## config.mk

```make
export PLATFORM = sky130hd
export DESIGN_NAME = rau_ctrl
export DESIGN_NICKNAME = d
export VERILOG_FILES = /design/src/rau_pkg.sv /design/src/rau_ctrl.sv
export SDC_FILE = /design/constraint.sdc
export NUM_CORES = 1
export LEC_CHECK = 0
export ABC_AREA = 1
export BUFFER_PORTS_ARGS = -buffer_cell sky130_fd_sc_hd__buf_2
export CAP_MARGIN = 15
export CORE_AREA = 3 3 40 42
export CTS_CLUSTER_SIZE = 8
export DETAILED_ROUTE_END_ITERATION = 7
export DIE_AREA = 0 0 43 45
export GPL_ROUTABILITY_DRIVEN = 0
export MAX_ROUTING_LAYER = met4
export PLACE_DENSITY = 0.46
export SYNTH_ARGS = -nofsm -noshare
export SYNTH_HDL_FRONTEND = slang
export SYNTH_SLANG_ARGS = --single-unit
```

## constraint.sdc

```tcl
create_clock -name clk -period 2 [get_ports clk]
set_clock_uncertainty 0.1 [all_clocks]
set_input_delay 0.2 -clock clk [delete_from_list [all_inputs] [get_ports clk]]
set_output_delay 0.2 -clock clk [all_outputs]
set_load 0.02 [all_outputs]
```

## src/rau_pkg.sv

```systemverilog
package rau_pkg;

  localparam int OPERAND_WIDTH = 32;
  localparam int MAG_W = 64;
  localparam int CNT_W = 7;

  typedef enum logic [2:0] {
    OP_ADD = 3'd0,
    OP_SUB = 3'd1,
    OP_MUL = 3'd2,
    OP_DIV = 3'd3,
    OP_CMP = 3'd4
  } op_t;

  typedef enum logic [1:0] {
    ST_OK      = 2'd0,
    ST_ZERODEN = 2'd1,
    ST_DIVZERO = 2'd2
  } status_t;

  typedef enum logic [3:0] {
    S_IDLE,
    S_MUL1,
    S_MUL2,
    S_SUM,
    S_GCD,
    S_DIVN,
    S_DIVD,
    S_DONE
  } state_t;

  typedef struct packed {
    logic load;
    logic mul1;
    logic mul2;
    logic sum;
    logic gcd_step;
    logic div_start_n;
    logic div_start_d;
    logic div_step;
    logic fin;
  } cmd_t;

  typedef struct packed {
    logic bypass;
    logic gcd_done;
    logic div_done;
  } sts_t;

endpackage

```

## src/rau_ctrl.sv

```systemverilog
module rau_ctrl import rau_pkg::*; (
  input  logic clk,
  input  logic rst_n,
  input  logic start,
  output logic busy,
  output logic done,
  input  sts_t sts,
  output cmd_t cmd
);

  state_t state_r, state_nxt;

  always_ff @(posedge clk) begin
    if (!rst_n) begin
      state_r <= S_IDLE;
    end else begin
      state_r <= state_nxt;
    end
  end

  always_comb begin
    state_nxt = state_r;
    cmd = '0;
    busy = 1'b1;
    done = 1'b0;
    case (state_r)
      S_IDLE: begin
        busy = 1'b0;
        if (start) begin
          cmd.load = 1'b1;
          state_nxt = S_MUL1;
        end
      end
      S_MUL1: begin
        if (sts.bypass) begin
          state_nxt = S_DONE;
        end else begin
          cmd.mul1 = 1'b1;
          state_nxt = S_MUL2;
        end
      end
      S_MUL2: begin
        cmd.mul2 = 1'b1;
        state_nxt = S_SUM;
      end
      S_SUM: begin
        cmd.sum = 1'b1;
        state_nxt = S_GCD;
      end
      S_GCD: begin
        if (sts.gcd_done) begin
          cmd.div_start_n = 1'b1;
          state_nxt = S_DIVN;
        end else begin
          cmd.gcd_step = 1'b1;
        end
      end
      S_DIVN: begin
        if (sts.div_done) begin
          cmd.div_start_d = 1'b1;
          state_nxt = S_DIVD;
        end else begin
          cmd.div_step = 1'b1;
        end
      end
      S_DIVD: begin
        if (sts.div_done) begin
          cmd.fin = 1'b1;
          state_nxt = S_DONE;
        end else begin
          cmd.div_step = 1'b1;
        end
      end
      S_DONE: begin
        done = 1'b1;
        state_nxt = S_IDLE;
      end
      default: state_nxt = S_IDLE;
    endcase
  end

endmodule

```

==> results.cfg <==
[outcome]
status = complete, no violations

[critical_path]
arrival_ns = 1.28
crit_type = reg -> out
cp_num_buf_inv = 2
critPathRequiredTime_ns = 1.70
cp_slowest_cell = dfxtp_1
reg2reg_from = state_r[0]
crit_path_start_kind = register
rrSetupSlack_ns = 0.77
r2r_cells = 6
cp_max_fo = 8
end_kind = output pin
reg2reg_to = state_r[1]
path_cells = inv_4, nor4_1, buf_2
cpPeakStageDelay_ns = 0.52
critical_path.top_delay_family = flip-flops

[synth]
synthAdderAreaFrac = 0
syn_nets = 54
synth_xor_area_frac = 0
syn_inst = 48
synth.area.mux_share = 0
synth.top_cells.by_area = dfxtp_1, nand2_4, inv_1
syn_avg_cell_area_sq_um = 6.57
ys_types = 17
synth-simple-area-share = 0.536
yosys_warnings = 0
synth_top_family_by_area = simple AND/OR/NAND/NOR gates
syn_area_sq_um = 315
synth_top_area_frac = 0.190
synth-compound-area-share = 0.0317
yosys.area.top_type = dfxtp_1
ys_seq_elements = 3
ys_seq_area_frac = 0.190

[clock_tree]
clock-sinks = 3
cts_resized = 0
ctsRootBufferMaster = clkbuf_4
htreeDepth = 1
clock_path_buffers = 2
clk_latency_ns = 0.23
cts_made_buffers = 3
post_cts_buffers = 0
cts_tree = done
clk_pin_slew_worst_paths_ns = 0.04
cts_hold_buf = 0

[routing]
drt-total-wl_microns = 732
first_iter_violations = 7
ant_nets = 0
drtPass1Iterations = 4
vias = 353
drc_errors = 0
wl_per_cell_microns = 9.15
viasPerCell = 4.41

[power]
power.density_mw_per_mm2 = 966
vdd.ir_drop.worst_uv = 288
finalPower_uw = 396
p_leak_uw = 0.000251

[place]
port_buffers = 16
hpwl_microns = 614

[cells_and_area]
largest_register_ffs = 3
fin_nets = 72
diodes = 0
biggestRegsByFlops = state_r x3
area_delta_synth_final_pct = 30.2
layout-drive-gt1-share = 0.446
finish.utilization = 0.319
regMostFlops = state_r

[grt]
grt_pass1_vias = 317
grt_max_degree = 10
grt_antenna_before_repair = 0
track_usage = 0.0891
overflow = 0
grt_pass1_wl_microns = 1220

[timing]
totalNegativeSetupSlack_ns = 0
finalHoldViolCount = 0
setup_viol = 0
drv_slew = 0
rsz0062_at_grt = false
fin_crit_ns = 1.58
fmax_ghz = 0.632
slew_headroom = 0.727
worstMarginPinSlew_ns = 0.409
period_share = 0.792

[worst_hold_path]
hp-class = in -> reg
min_to = state_r[2]
holdPathStages = 3
min_from = rst_n

[die]
dieArea_sq_mm = 0.00194
core_area_sq_mm = 0.00128
ios = 17
num_rows = 13
die_w_microns = 43
initial_core_util = 0.245
dieHeight_microns = 45

[job]
cap_violations = 0
[layer usage]
metal | GRT usage | part of all wire | vias to the layer above
met5 | - | 0 | -
met4 | 0.0542 | 0 | 0
met3 | 0.0438 | 0.059 | 0
met2 | 0.135 | 0.50 | 9
met1 | 0.0938 | 0.44 | 157
li1 | - | - | 187
[Yosys cell counts]
library cell	number
nand2_2	1
nand3_2	2
a21oi_1	2
nand3_1	3
nand2_1	6
nand2_4	3
dfxtp_1	3
buf_4	1
nand4_1	4
nor4_1	1
nor3_1	3
inv_4	2
inv_1	8
nor2_2	1
inv_2	1
nor2_1	5
buf_6	2
[metrics by stage]
stage / std cells / area, sq um / hold slack (ns) / setup slack, ns
finish: 80 / 410 / 0.0701 / 0.417
global route: 80 / 410 / 0.0814 / 0.339
CTS: 80 / 410 / 0.0641 / 0.390
detailed placement: 76 / 384 / 0.308 / 0.662
global placement: 76 / 384 / 0.303 / 0.658
floorplan: 48 / 315 / 0.198 / 0.527
[area by class of cell]
type	instances	area, sq um
multi-input combinational	31	179
sequential	3	60.1
tap	15	18.8
inverter	11	46.3
timing repair buffer	16	80.1
clock buffer	4	26.3
fill	157	875
[cells in the final DEF, fill, tap and decap left out, drive strengths merged]
cell / synthesis / layout
a21oi: 2 / 2
nor4: 1 / 1
dfxtp: 3 / 3
nand3: 5 / 5
nor2: 6 / 6
clkbuf: 0 / 4
nand2: 10 / 10
inv: 11 / 11
nand4: 4 / 4
nor3: 3 / 3
buf: 3 / 16
[where the power goes]
| group | switching [uW] | internal (uW) |
|---|---|---|
| Combinational | 115 | 67.0 |
| Clock | 29.8 | 74.7 |
| Sequential | 37.0 | 72.6 |
[worst max-delay path by stage]
stage	slack [ns]	depth (start not counted)	from	to
6_report	0.42	3	state_r[2]	cmd[3]
3_3_place_gp	0.66	3	state_r[2]	cmd[3]
3_5_place_dp	0.66	3	state_r[2]	cmd[3]
4_1_cts	0.39	3	state_r[2]	cmd[3]
5_1_grt	0.34	4	state_r[1]	cmd[8]
2_1_floorplan	0.53	3	state_r[2]	cmd[3]
[cells by family after synthesis]
kind of cell / count (synthesis)
and+or+nand+nor: 29
buffers and inverters: 14
DFF: 3
AOI/OAI and AO/OA: 2
[worst reg2reg max path: stages (launching register included)]
cell	delay (ns)
dfxtp_1	0.54
inv_2	0.10
nand2_4	0.09
nand2_4	0.05
nand2_2	0.07
nand4_1	0.08
a21oi_1	0.13
Note: power is estimated with default switching activity, not from simulation.
